<file path="config.mk">
export PLATFORM = sky130hd
export DESIGN_NAME = dead_reckoning_odometry_core
export DESIGN_NICKNAME = d
export VERILOG_FILES = /design/src/design/dro_pkg.sv /design/src/design/dro_mod360.sv /design/src/design/dead_reckoning_odometry_core.sv
export SDC_FILE = /design/constraint.sdc
export NUM_CORES = 2
export LEC_CHECK = 0
export ABC_AREA = 1
export BUFFER_PORTS_ARGS = -buffer_cell sky130_fd_sc_hd__buf_4
export CORE_MARGIN = 5
export CORE_UTILIZATION = 37
export CTS_CLUSTER_DIAMETER = 50
export DETAILED_ROUTE_END_ITERATION = 7
export MAX_ROUTING_LAYER = met4
export PLACE_DENSITY_LB_ADDON = 0.05
export SLEW_MARGIN = 20
export SYNTH_ARGS = -nofsm -noshare
export SYNTH_HDL_FRONTEND = slang
export SYNTH_SLANG_ARGS = --single-unit
</file>
<file path="constraint.sdc">
create_clock -name clk -period 15.09 [get_ports clk]
set_clock_uncertainty 0.1 [all_clocks]
set_input_delay 3.018 -clock clk [delete_from_list [all_inputs] [get_ports clk]]
set_output_delay 3.018 -clock clk [all_outputs]
set_load 0.01 [all_outputs]
</file>
<file path="src/design/dro_pkg.sv">
// Shared types, constants and arithmetic helpers for the dead-reckoning
// odometry core: sine table, trig scaling, saturation and truncation.
// No dependencies.
package dro_pkg;

    // Angle constants in degrees
    localparam int DEG_FULL    = 360;
    localparam int DEG_HALF    = 180;
    localparam int DEG_QUARTER = 90;

    // Fixed-point and accumulator sizing
    localparam int TRIG_FRAC_BITS = 15;
    localparam int POSITION_WIDTH = 32;
    localparam int TRIG_MAG_W     = TRIG_FRAC_BITS + 1;
    localparam int TRIG_W         = TRIG_FRAC_BITS + 2;
    localparam int PROD_W         = 16 + TRIG_W;
    localparam int DELTA_W        = 17;
    localparam int WIDE_W         = 50;
    localparam int TOTAL_W        = 31;

    // Shift amounts that take the Q15 table to TRIG_FRAC_BITS
    localparam int TRIG_LSH  = (TRIG_FRAC_BITS >= 15) ? (TRIG_FRAC_BITS - 15) : 0;
    localparam int TRIG_RSH  = (TRIG_FRAC_BITS < 15) ? (15 - TRIG_FRAC_BITS) : 0;
    localparam int TRIG_HALF = (1 << TRIG_RSH) >> 1;
    localparam int TRIG_SCL_W = TRIG_MAG_W + 17;

    // Saturation limits of the position accumulators
    localparam logic signed [WIDE_W-1:0] POS_MAX =
        WIDE_W'((64'sd1 <<< (POSITION_WIDTH - 1)) - 64'sd1);
    localparam logic signed [WIDE_W-1:0] POS_MIN = -POS_MAX - WIDE_W'(1);

    localparam logic [TOTAL_W-1:0] TOTAL_MAX = {TOTAL_W{1'b1}};

    typedef logic [8:0] heading_t;
    typedef logic signed [POSITION_WIDTH-1:0] pos_t;
    typedef logic signed [TRIG_W-1:0] trig_t;
    typedef logic signed [DELTA_W-1:0] delta_t;
    typedef logic [TOTAL_W-1:0] total_t;

    // Q15 quarter-wave sine, 0..90 degrees, rounded to nearest
    localparam logic [15:0] SIN_Q15 [0:90] = '{
        16'd0,     16'd572,   16'd1144,  16'd1715,  16'd2286,  16'd2856,
        16'd3425,  16'd3993,  16'd4560,  16'd5126,  16'd5690,  16'd6252,
        16'd6813,  16'd7371,  16'd7927,  16'd8481,  16'd9032,  16'd9580,
        16'd10126, 16'd10668, 16'd11207, 16'd11743, 16'd12275, 16'd12803,
        16'd13328, 16'd13848, 16'd14365, 16'd14876, 16'd15384, 16'd15886,
        16'd16384, 16'd16877, 16'd17364, 16'd17847, 16'd18324, 16'd18795,
        16'd19261, 16'd19720, 16'd20174, 16'd20622, 16'd21063, 16'd21498,
        16'd21926, 16'd22348, 16'd22763, 16'd23170, 16'd23571, 16'd23965,
        16'd24351, 16'd24730, 16'd25102, 16'd25466, 16'd25822, 16'd26170,
        16'd26510, 16'd26842, 16'd27166, 16'd27482, 16'd27789, 16'd28088,
        16'd28378, 16'd28660, 16'd28932, 16'd29197, 16'd29452, 16'd29698,
        16'd29935, 16'd30163, 16'd30382, 16'd30592, 16'd30792, 16'd30983,
        16'd31164, 16'd31336, 16'd31499, 16'd31651, 16'd31795, 16'd31928,
        16'd32052, 16'd32166, 16'd32270, 16'd32365, 16'd32449, 16'd32524,
        16'd32588, 16'd32643, 16'd32688, 16'd32723, 16'd32748, 16'd32763,
        16'd32768
    };

    // Rescale a Q15 table entry to TRIG_FRAC_BITS, rounding half up
    function automatic logic [TRIG_MAG_W-1:0] trig_scale(input logic [15:0] q);
        logic [TRIG_SCL_W-1:0] w;
        if (TRIG_FRAC_BITS >= 15)
        begin
            w = TRIG_SCL_W'(q) << TRIG_LSH;
        end
        else
        begin
            w = (TRIG_SCL_W'(q) + TRIG_SCL_W'(TRIG_HALF)) >> TRIG_RSH;
        end
        return w[TRIG_MAG_W-1:0];
    endfunction

    // Signed sine of a heading in 0..359
    function automatic trig_t sin_deg(input heading_t h);
        heading_t a;
        logic     neg;
        trig_t    s;
        a   = h;
        neg = 1'b0;
        if (a >= heading_t'(DEG_HALF))
        begin
            a   = a - heading_t'(DEG_HALF);
            neg = 1'b1;
        end
        if (a > heading_t'(DEG_QUARTER))
        begin
            a = heading_t'(DEG_HALF) - a;
        end
        s = trig_t'({1'b0, trig_scale(SIN_Q15[a[6:0]])});
        return neg ? -s : s;
    endfunction

    // Cosine as the sine a quarter turn ahead
    function automatic trig_t cos_deg(input heading_t h);
        heading_t a;
        a = h + heading_t'(DEG_QUARTER);
        if (a >= heading_t'(DEG_FULL))
        begin
            a = a - heading_t'(DEG_FULL);
        end
        return sin_deg(a);
    endfunction

    // Clamp a wide signed value to the position range
    function automatic pos_t pos_sat(input logic signed [WIDE_W-1:0] v);
        logic signed [WIDE_W-1:0] c;
        if (v > POS_MAX)
        begin
            c = POS_MAX;
        end
        else if (v < POS_MIN)
        begin
            c = POS_MIN;
        end
        else
        begin
            c = v;
        end
        return c[POSITION_WIDTH-1:0];
    endfunction

    // Low 32 bits of a sign-extended position
    function automatic logic [31:0] pos_out(input pos_t p);
        logic signed [WIDE_W-1:0] w;
        w = WIDE_W'(p);
        return w[31:0];
    endfunction

    // Magnitude of a 16-bit signed step
    function automatic logic [15:0] abs16(input logic signed [15:0] v);
        logic signed [16:0] w;
        w = 17'(v);
        if (w < 0)
        begin
            w = -w;
        end
        return w[15:0];
    endfunction

    // Saturating add to a running total
    function automatic total_t total_add(input total_t acc, input logic [15:0] inc);
        logic [TOTAL_W:0] s;
        s = {1'b0, acc} + (TOTAL_W + 1)'(inc);
        return (s > (TOTAL_W + 1)'(TOTAL_MAX)) ? TOTAL_MAX : s[TOTAL_W-1:0];
    endfunction

    // Product divided by 2^TRIG_FRAC_BITS, truncated toward zero
    function automatic delta_t trunc_div(input logic signed [PROD_W-1:0] p);
        logic signed [PROD_W-1:0] adj;
        logic signed [PROD_W-1:0] q;
        adj = p;
        if (p[PROD_W-1])
        begin
            adj = p + PROD_W'((64'sd1 <<< TRIG_FRAC_BITS) - 64'sd1);
        end
        q = adj >>> TRIG_FRAC_BITS;
        return q[DELTA_W-1:0];
    endfunction

endpackage

</file>
<file path="src/design/dro_mod360.sv">
// Reduces a signed 16-bit angle step to 0..359 degrees.
// Uses a reciprocal multiply with one correcting subtract; depends on dro_pkg.
module dro_mod360 (
    input  logic signed [15:0] angle,
    output dro_pkg::heading_t  angle_mod
);
    import dro_pkg::*;

    // 92 full turns lift every step into the positive range
    localparam int BIAS  = 92 * DEG_FULL;
    localparam int RECIP = (1 << 25) / DEG_FULL;

    logic signed [17:0] biased;
    logic [16:0]        u;
    logic [33:0]        prod;
    logic [8:0]         quot;
    logic [16:0]        quot_deg;
    logic [16:0]        rem;
    logic [9:0]         rem_lo;

    // Estimate the quotient; it can fall short by one
    always_comb
    begin
        biased   = 18'(angle) + 18'(BIAS);
        u        = biased[16:0];
        prod     = 34'(u) * 34'(RECIP);
        quot     = prod[33:25];
        quot_deg = 17'(quot) * 17'(DEG_FULL);
        rem      = u - quot_deg;
        rem_lo   = rem[9:0];
    end

    // Fold the remainder back once
    always_comb
    begin
        if (rem_lo >= 10'(DEG_FULL))
        begin
            angle_mod = heading_t'(rem_lo - 10'(DEG_FULL));
        end
        else
        begin
            angle_mod = heading_t'(rem_lo);
        end
    end

endmodule

</file>
<file path="src/design/dead_reckoning_odometry_core.sv">
// Top level of the dead-reckoning odometry core: a six-register pipeline.
// Depends on dro_pkg and dro_mod360.

// The core takes one beat per clock while in_stall is low and returns one
// result beat per input beat, in order. Each beat goes through an input
// register, an angle reduction stage, the heading update, the sine and cosine
// lookup, the distance multiply, and the saturating accumulators that drive
// the outputs. The heading loop and the position loop each close inside a
// single stage, so a new beat can follow every cycle while the output does
// not stall; stages that are empty keep filling while a finished result
// waits on the output. A set-pose beat loads X, Y and heading and leaves the
// totals and the bumper and wall flags unchanged. Valid bits and odometry
// state clear on reset, the stage payload does not; there is no clearing pass.
module dead_reckoning_odometry_core (
    input  logic                 clk,
    input  logic                 rst_n,
    input  logic                 in_valid,
    output logic                 in_stall,
    input  logic                 req_type,
    input  logic signed [15:0]   step_distance,
    input  logic signed [15:0]   step_angle,
    input  logic                 wall_seen,
    input  logic                 bump_left_raw,
    input  logic                 bump_right_raw,
    input  logic signed [31:0]   pose_x,
    input  logic signed [31:0]   pose_y,
    input  dro_pkg::heading_t    pose_heading,
    output logic                 out_valid,
    input  logic                 out_stall,
    output logic signed [31:0]   position_x,
    output logic signed [31:0]   position_y,
    output dro_pkg::heading_t    heading,
    output dro_pkg::total_t      distance_total,
    output dro_pkg::total_t      angle_total,
    output logic                 bump_front,
    output logic                 bump_left,
    output logic                 bump_right,
    output logic                 wall_flag
);
    import dro_pkg::*;

    typedef struct packed {
        logic               req;
        logic signed [15:0] distance;
        logic signed [15:0] angle;
        logic [15:0]        abs_dist;
        logic [15:0]        abs_angle;
        heading_t           angle_mod;
        logic               wall;
        logic               bl;
        logic               br;
        logic signed [31:0] px;
        logic signed [31:0] py;
        heading_t           hdg;
        trig_t              sin_v;
        trig_t              cos_v;
        delta_t             dx;
        delta_t             dy;
    } item_t;

    item_t s1_reg, s2_reg, s3_reg, s4_reg, s5_reg;
    item_t s1_next, s2_next, s3_next, s4_next, s5_next;
    logic  v1_reg, v2_reg, v3_reg, v4_reg, v5_reg, out_v_reg;
    logic  ld1, ld2, ld3, ld4, ld5, ld_out;

    heading_t hdg_state_reg, hdg_state_next;
    pos_t     pos_x_reg, pos_x_next;
    pos_t     pos_y_reg, pos_y_next;
    heading_t hdg_out_reg, hdg_out_next;
    total_t   dist_total_reg, dist_total_next;
    total_t   angle_total_reg, angle_total_next;
    logic     front_reg, front_next;
    logic     left_reg, left_next;
    logic     right_reg, right_next;
    logic     wall_reg, wall_next;

    heading_t                 angle_mod;
    logic [9:0]               hdg_wide;
    heading_t                 hdg_sum;
    logic signed [PROD_W-1:0] prod_x;
    logic signed [PROD_W-1:0] prod_y;

    // Advance each stage when the one after it is empty or moving
    always_comb
    begin
        ld_out   = v5_reg && (!out_v_reg || !out_stall);
        ld5      = v4_reg && (!v5_reg || ld_out);
        ld4      = v3_reg && (!v4_reg || ld5);
        ld3      = v2_reg && (!v3_reg || ld4);
        ld2      = v1_reg && (!v2_reg || ld3);
        in_stall = v1_reg && !ld2;
        ld1      = in_valid && !in_stall;
    end

    always_ff @(posedge clk or negedge rst_n)
    begin
        if (!rst_n)
        begin
            v1_reg    <= 1'b0;
            v2_reg    <= 1'b0;
            v3_reg    <= 1'b0;
            v4_reg    <= 1'b0;
            v5_reg    <= 1'b0;
            out_v_reg <= 1'b0;
        end
        else
        begin
            v1_reg    <= ld1 || (v1_reg && !ld2);
            v2_reg    <= ld2 || (v2_reg && !ld3);
            v3_reg    <= ld3 || (v3_reg && !ld4);
            v4_reg    <= ld4 || (v4_reg && !ld5);
            v5_reg    <= ld5 || (v5_reg && !ld_out);
            out_v_reg <= ld_out || (out_v_reg && out_stall);
        end
    end

    // Capture the input beat
    always_comb
    begin
        s1_next           = '0;
        s1_next.req       = req_type;
        s1_next.distance  = step_distance;
        s1_next.angle     = step_angle;
        s1_next.wall      = wall_seen;
        s1_next.bl        = bump_left_raw;
        s1_next.br        = bump_right_raw;
        s1_next.px        = pose_x;
        s1_next.py        = pose_y;
        s1_next.hdg       = pose_heading;
    end

    // Reduce the angle step and take magnitudes
    dro_mod360 u_mod360 (
        .angle     (s1_reg.angle),
        .angle_mod (angle_mod)
    );

    always_comb
    begin
        s2_next           = s1_reg;
        s2_next.angle_mod = angle_mod;
        s2_next.abs_dist  = abs16(s1_reg.distance);
        s2_next.abs_angle = abs16(s1_reg.angle);
        if (s1_reg.hdg >= heading_t'(DEG_FULL))
        begin
            s2_next.hdg = s1_reg.hdg - heading_t'(DEG_FULL);
        end
    end

    // Update the heading; a set-pose beat loads it
    always_comb
    begin
        hdg_wide = 10'(hdg_state_reg) + 10'(s2_reg.angle_mod);
        if (hdg_wide >= 10'(DEG_FULL))
        begin
            hdg_wide = hdg_wide - 10'(DEG_FULL);
        end
        hdg_sum        = hdg_wide[8:0];
        hdg_state_next = s2_reg.req ? s2_reg.hdg : hdg_sum;
        s3_next        = s2_reg;
        s3_next.hdg    = hdg_state_next;
    end

    // Look up sine and cosine of the new heading
    always_comb
    begin
        s4_next       = s3_reg;
        s4_next.sin_v = sin_deg(s3_reg.hdg);
        s4_next.cos_v = cos_deg(s3_reg.hdg);
    end

    // Scale the step by the trig values
    always_comb
    begin
        prod_x     = PROD_W'(s4_reg.distance) * PROD_W'(s4_reg.sin_v);
        prod_y     = PROD_W'(s4_reg.distance) * PROD_W'(s4_reg.cos_v);
        s5_next    = s4_reg;
        s5_next.dx = trunc_div(prod_x);
        s5_next.dy = trunc_div(prod_y);
    end

    // Accumulate position and totals, decode the bumpers
    always_comb
    begin
        hdg_out_next     = s5_reg.hdg;
        pos_x_next       = pos_sat(WIDE_W'(pos_x_reg) - WIDE_W'(s5_reg.dx));
        pos_y_next       = pos_sat(WIDE_W'(pos_y_reg) + WIDE_W'(s5_reg.dy));
        dist_total_next  = total_add(dist_total_reg, s5_reg.abs_dist);
        angle_total_next = total_add(angle_total_reg, s5_reg.abs_angle);
        front_next       = s5_reg.bl && s5_reg.br;
        left_next        = s5_reg.bl && !s5_reg.br;
        right_next       = s5_reg.br && !s5_reg.bl;
        wall_next        = s5_reg.wall;
        if (s5_reg.req)
        begin
            pos_x_next       = pos_sat(WIDE_W'(s5_reg.px));
            pos_y_next       = pos_sat(WIDE_W'(s5_reg.py));
            dist_total_next  = dist_total_reg;
            angle_total_next = angle_total_reg;
            front_next       = front_reg;
            left_next        = left_reg;
            right_next       = right_reg;
            wall_next        = wall_reg;
        end
    end

    // Pipeline payload: no reset
    always_ff @(posedge clk)
    begin
        if (ld1)
        begin
            s1_reg <= s1_next;
        end
        if (ld2)
        begin
            s2_reg <= s2_next;
        end
        if (ld3)
        begin
            s3_reg <= s3_next;
        end
        if (ld4)
        begin
            s4_reg <= s4_next;
        end
        if (ld5)
        begin
            s5_reg <= s5_next;
        end
    end

    // Odometry state
    always_ff @(posedge clk or negedge rst_n)
    begin
        if (!rst_n)
        begin
            hdg_state_reg   <= '0;
            pos_x_reg       <= '0;
            pos_y_reg       <= '0;
            hdg_out_reg     <= '0;
            dist_total_reg  <= '0;
            angle_total_reg <= '0;
            front_reg       <= 1'b0;
            left_reg        <= 1'b0;
            right_reg       <= 1'b0;
            wall_reg        <= 1'b0;
        end
        else
        begin
            if (ld3)
            begin
                hdg_state_reg <= hdg_state_next;
            end
            if (ld_out)
            begin
                pos_x_reg       <= pos_x_next;
                pos_y_reg       <= pos_y_next;
                hdg_out_reg     <= hdg_out_next;
                dist_total_reg  <= dist_total_next;
                angle_total_reg <= angle_total_next;
                front_reg       <= front_next;
                left_reg        <= left_next;
                right_reg       <= right_next;
                wall_reg        <= wall_next;
            end
        end
    end

    // Drive the result ports
    assign out_valid      = out_v_reg;
    assign position_x     = pos_out(pos_x_reg);
    assign position_y     = pos_out(pos_y_reg);
    assign heading        = hdg_out_reg;
    assign distance_total = dist_total_reg;
    assign angle_total    = angle_total_reg;
    assign bump_front     = front_reg;
    assign bump_left      = left_reg;
    assign bump_right     = right_reg;
    assign wall_flag      = wall_reg;

`ifndef SYNTHESIS
    // The heading loop stays inside one turn
    assert property (@(posedge clk) disable iff (!rst_n)
        hdg_out_reg < heading_t'(DEG_FULL) && hdg_state_reg < heading_t'(DEG_FULL))
    else $error("heading left the 0..359 range");

    // A heading update reaches stage three together with the state
    assert property (@(posedge clk) disable iff (!rst_n)
        ld3 |=> s3_reg.hdg == hdg_state_reg)
    else $error("stage three heading differs from heading state");

    // Running totals never decrease
    assert property (@(posedge clk) disable iff (!rst_n)
        1'b1 |=> dist_total_reg >= $past(dist_total_reg)
            && angle_total_reg >= $past(angle_total_reg))
    else $error("running total decreased");

    // Input stalls only when the first stage is held full
    assert property (@(posedge clk) disable iff (!rst_n)
        in_stall |-> v1_reg && v2_reg && v3_reg && v4_reg && v5_reg && out_v_reg)
    else $error("input stalled with room in the pipeline");
`endif

endmodule
</file>
# After elaboration in Yosys (flattened, before gate mapping)
# Memories as Yosys holds them, arrays and structs flattened.
# Index checks and enable logic that the tools add are counted.
# word_totals
ff_bits	824
rom_bits	4096
in_bits	113
output_inout_bits	141
word_cells	198
memories	2
# op_classes
addsub	22
n_mul	4
magnitude_cmp	22
muxes	33
bitwise	3
reduce_logical	41
# memory_table
name	depth	word_bits	rd	rd_clocked_by_memory_dff	wr	line	source
(no name shown)	128	16	1	0	0	dro_pkg.sv:90	s = trig_t'({1'b0, trig_scale(SIN_Q15[a[6:0]])});
(no name shown)	128	16	1	0	0	dro_pkg.sv:90	
# ops
op	n
two-way mux 32 bit	12
two-way mux 16 bit	8
> comparator 33 x 32 -> 1 bit (second input constant)	2
< comparator 33 x 32 -> 1 bit (second input constant)	2
multiplier 16 x 17 -> 33 bit	2
adder 31 x 16 -> 32 bit	2
adder 32 x 16 -> 32 bit (second input constant)	2
> comparator 32 x 31 -> 1 bit (second input constant)	2
> comparator 32 bit (second input constant)	2
< comparator 32 bit (second input constant)	2
two-way mux 9 bit	7
two-way mux 31 bit	2
subtractor 9 bit (second input constant)	4
negator 16 -> 17 bit	2
adder 32 x 17 -> 33 bit	1
multiplier 17 x 16 -> 33 bit (second input constant)	1
subtractor 32 x 17 -> 33 bit	1
< comparator 16 x 1 -> 1 bit (second input constant)	2
negator 16 bit	2
greater-or-equal comparator 10 x 9 -> 1 bit (second input constant)	2
greater-or-equal comparator 9 x 8 -> 1 bit (second input constant)	2
greater-or-equal comparator 9 bit (second input constant)	2
> comparator 9 x 7 -> 1 bit (second input constant)	2
subtractor 9 x 8 -> 9 bit (second input constant)	2
other kinds (15)	57

# Longest topological paths before layout
# depth
depth_word	16
mapped_depth	51
ltp_nobuf	51

# Hierarchy
# Synthesis repeated with hierarchy kept, for this count alone.
# unflattened
hier_cells	7216
area_unflattened_um2	65379.0
# modules_own_cells
module	n_inst	cells_each	area_per_inst_um2	seq_area_each_um2
dead_reckoning_odometry_core	1	6357	59485.8	23882.9
dro_mod360	1	859	5893.2	0.0

# Worst setup path before layout
# Ideal clock, no wire load.
# synth_timing
path_kind	input port to flip-flop
startpoint	in out_stall
endpoint	reg s4_reg[100] in the netlist's numbering (enable)
setup_time_ns	0.681
t_arrival_ns	9.882
required_ns	14.309
path_slack_ns	4.426
cell_stages	5
path_buffers	0
path_cell_list	nand2_1 > nor2_1 > inv_1 > nor2_1 > nor2_1
# synth_between
elab_chain_cells	7
# synth_rtl
item	line	source
from (decl)	dead_reckoning_odometry_core.sv:29	input logic out_stall,
zero test 1 bit	dead_reckoning_odometry_core.sv:86	ld_out = v5_reg && (!out_v_reg || !out_stall);
logical OR 1 bit	dead_reckoning_odometry_core.sv:86	
logical AND 1 bit	dead_reckoning_odometry_core.sv:86	
logical OR 1 bit	dead_reckoning_odometry_core.sv:87	ld5 = v4_reg && (!v5_reg || ld_out);
logical AND 1 bit	dead_reckoning_odometry_core.sv:87	
logical OR 1 bit	dead_reckoning_odometry_core.sv:88	ld4 = v3_reg && (!v4_reg || ld5);
logical AND 1 bit	dead_reckoning_odometry_core.sv:88	
net ld4	dead_reckoning_odometry_core.sv:64	logic ld1, ld2, ld3, ld4, ld5, ld_out;
to (signal assigned)	dead_reckoning_odometry_core.sv:224	s4_reg <= s4_next;
to (decl)	dead_reckoning_odometry_core.sv:61	item_t s1_reg, s2_reg, s3_reg, s4_reg, s5_reg;
# The timed path passes the listed nets, and every way through them passes these cells.
# A chain may end at the register's enable or synchronous reset.

# Final worst setup path
# layout_timing
startpoint	reg s1_reg[190] in the netlist's numbering
endpoint	reg s2_reg[150] in the netlist's numbering (data pin)
# layout_between
elab_chain_cells	6
elab_cells_between_ends	7
classes_between	add/sub (3); mul (2); order compare (1); mux (1)
# layout_rtl
item	line	source
from (decl)	dead_reckoning_odometry_core.sv:61	
from (signal assigned)	dead_reckoning_odometry_core.sv:212	s1_reg <= s1_next;
adder 16 x 17 -> 17 bit (*)	dro_mod360.sv:24	biased = 18'(angle) + 18'(BIAS);
multiplier 17 x 16 -> 33 bit	dro_mod360.sv:26	prod = 34'(u) * 34'(RECIP);
multiplier 9 x 6 -> 7 bit	dro_mod360.sv:28	quot_deg = 17'(quot) * 17'(DEG_FULL);
subtractor 10 bit (*)	dro_mod360.sv:29	rem = u - quot_deg;
subtractor 9 bit / greater-or-equal comparator 10 x 9 -> 1 bit (equally long branches)	dro_mod360.sv:38, dro_mod360.sv:36	
two-way mux 9 bit (*)	dro_mod360.sv:36	if (rem_lo >= 10'(DEG_FULL))
net angle_mod[6]	dead_reckoning_odometry_core.sv:77	heading_t angle_mod;
to (signal assigned)	dead_reckoning_odometry_core.sv:216	s2_reg <= s2_next;
to (decl)	dead_reckoning_odometry_core.sv:61	
# Mark *: on every way through the listed nets, which the timed path passes. The rest lies on a longest branch.

==> results by group <==
Run status
  • Status: finished, final reports clean

Floorplanning
  • Die ar.: 181000 um^2
  • Die W: approximately 430 um
  • # rows: 152
  • Die Height: 425 um
  • Core Region: between 150000 and 200000 um^2
  • Initial Util: 37.2%
  • Top Ports: 254

Timing
  • Worst hold slack: ~0.3 ns
  • F_max: 94.2 MHz
  • Unrepaired setup endpoints after global routing: false
  • Worst Max-Slew Pin Slew: 0.985 ns
  • Fin. Hold Viols: 0
  • Tcrit/Tclk final: 70.3%
  • Max_slew headroom: approximately 34%
  • Final setup vio count: 0
  • Slew Limit Fails: 0
  • Setup TNS: 0 ns
  • Post-layout min period: about 11 ns

Critical path
  • Worst Setup SP: s1_reg[190]
  • Largest stage delay, worst path: around 0.60 ns
  • CP Max Fanout: 8
  • Critical Path RT: 15.44 ns
  • CP max stage cell: xor2_1
  • Setup crit start kind: flop
  • Crit path DAT: 10.97 ns
  • Top cell by count, worst path: inv_1
  • Reg2Reg Launch Point: s1_reg[190]
  • CP Capture Type: flop
  • Crit Path Class: reg -> reg
  • Flop2flop setup slack: 4.48 ns

Final layout
  • Cell Count, Final, Fillers Out: 9347
  • Syn-to-layout area delta: 12.7%
  • Final Net Count: 8099
  • Final instance area: 71900 um^2
  • Fraction of layout cells with a size suffix above 1: a little under a tenth
  • Max reg flops: 158

Global route
  • First-pass GRT wire length: between 200 and 300 mm
  • Initial antenna violation count: 10
  • Total global routing overflow: 0
  • Largest net degree at the start of global routing: 123
  • GRT Util Overall: 20.2%
  • Number of global-route vias before repair: approximately 47000

Synth
  • Mean Syn Cell Area: about 9.5 um^2
  • Post-synth top area share: 31.3%
  • Post-synth EDFFs: approximately 670
  • Ys Warns: 0
  • Post-synth top area cell: edfxtp_1
  • Sequential-to-total area share from yosys stat: 37.4%
  • Post-Syn Area: ~64000 um^2
  • Library cells used by synthesis: 69
  • Top cells by area, synth: edfxtp_1, fa_1, nand2_1
  • Post-synth top cells: nand2_1, inv_1, edfxtp_1
  • Post-synthesis async set-or-reset flop share: between 10% and 20%
  • Synth Flop Type: edfxtp_1
  • Syn Inst Count: 6726
  • Most frequent cell after synthesis: nand2_1
  • Number of synthesized register bits: 820
  • Mapped Nets: 7885

Clock network
  • Clock buffer depth: 3
  • CTS resizes: 0
  • CTS tree: yes
  • Setup Buffers After CTS: 0
  • Sink Count: 820
  • H-tree depth: 3
  • Hold-fix buffers at CTS: 0
  • Root buf cell: clkbuf_16
  • Worst-path clk slew: 0.06 ns
  • Clk_lat worst skew: 0.72 ns
  • TritonCTS buffer count: around 110

Place
  • Cell count after placement: 9140
  • DP HPWL: around 130 mm
  • PortBufs: 253
  • Gpl congestion: 0.884
  • Dpl cell area: 68200 um^2

Routing
  • Drt via density: around 4.7
  • Mean routed wirelength per cell: between 15 and 20 um
  • Pre-Repair DR Iteration Count: 7
  • Via count: 44381
  • Final wirelength: 176 mm
  • Drc violations: 0
  • DR iter-0 viols: between 2000 and 3000
  • Final ANT Viol Nets: 0

Flow run
  • Max_cap viols: 0

Hold path
  • Hold path startpoint: s4_reg[154]
  • Hold Crit Class: reg -> reg
[final timing paths]
kind / endpoint / cells after the start
max in group asynchronous: heading[7] / 3
worst min-delay path: s5_reg[154] / 0
worst max-delay path: s2_reg[150] / 47
worst max register to register: s2_reg[150] / 47
worst min register to register: s5_reg[154] / 0
min in group asynchronous: out_valid / 1
[layer usage]
metal,vias up,track usage [%],share of wire [%]
li1,21695,-,-
met1,21728,26.9,46
met2,734,33.5,49
met3,224,2.31,3.4
met4,0,4.39,2.2
met5,-,-,0
[cell families after synthesis]
family | synth area share, %
XOR/XNOR | 3.91
adder cells (fa/ha/maj) | 27.9
AO/OA/AOI/OAI | 6.02
flip-flops | 37.4
AND/OR/NAND/NOR | 15.8
buffers and inverters | 9.06
[cell usage in the layout (no fill, tap or decap), types with 15 or more instances in the layout]
cell type,synthesis,layout
a21oi_1,287,287
fa_1,625,625
xor2_1,176,176
clkinv_1,9,15
dfrtp_1,154,154
or2_2,52,52
nand4_1,31,31
o211ai_1,60,60
nand2_1,1626,1623
nand2_2,36,38
inv_1,1265,1262
nand3_1,247,247
nor2_1,297,292
ha_1,421,421
a31oi_1,18,18
edfxtp_1,666,666
xnor2_1,102,102
clkbuf_1,155,18
nor3_1,37,36
o21ai_0,187,187
inv_2,21,23
clkbuf_16,0,109
inv_6,1,17
buf_4,8,304
o21ai_1,21,21
[worst max-delay path: cells and delay by family, from the launching register on]
kind / cells / cell delay (ns)
flops: 1 / 0.38
xor+xnor: 5 / 1.29
fa+ha+maj: 11 / 4.29
buf+inv: 10 / 1.00
simple gates: 16 / 2.28
compound gates: 5 / 1.00
[final cells by class]
cell class / instances / area, um^2
Tap cell: 2310 / 2890
Clock inverter: 73 / 870
Antenna cell: 3 / 7.51
Fill cell: 17016 / 99600
Multi-Input combinational cell: 4407 / 34200
Inverter: 1297 / 4890
Clock buffer: 131 / 2850
Sequential cell: 820 / 23900
Timing Repair Buffer: 306 / 2320
[metrics by stage]
stage	setup slack [ns]	util [%]
after detailed placement	4.39	39.7
final	4.48	41.9
after global routing	3.65	41.9
after CTS	4.37	41.9
after global placement	4.42	39.7
after floorplan	4.43	-
Power is not shown: default switching activity piles up to over one toggle a cycle in this logic, so the estimate is an artifact.
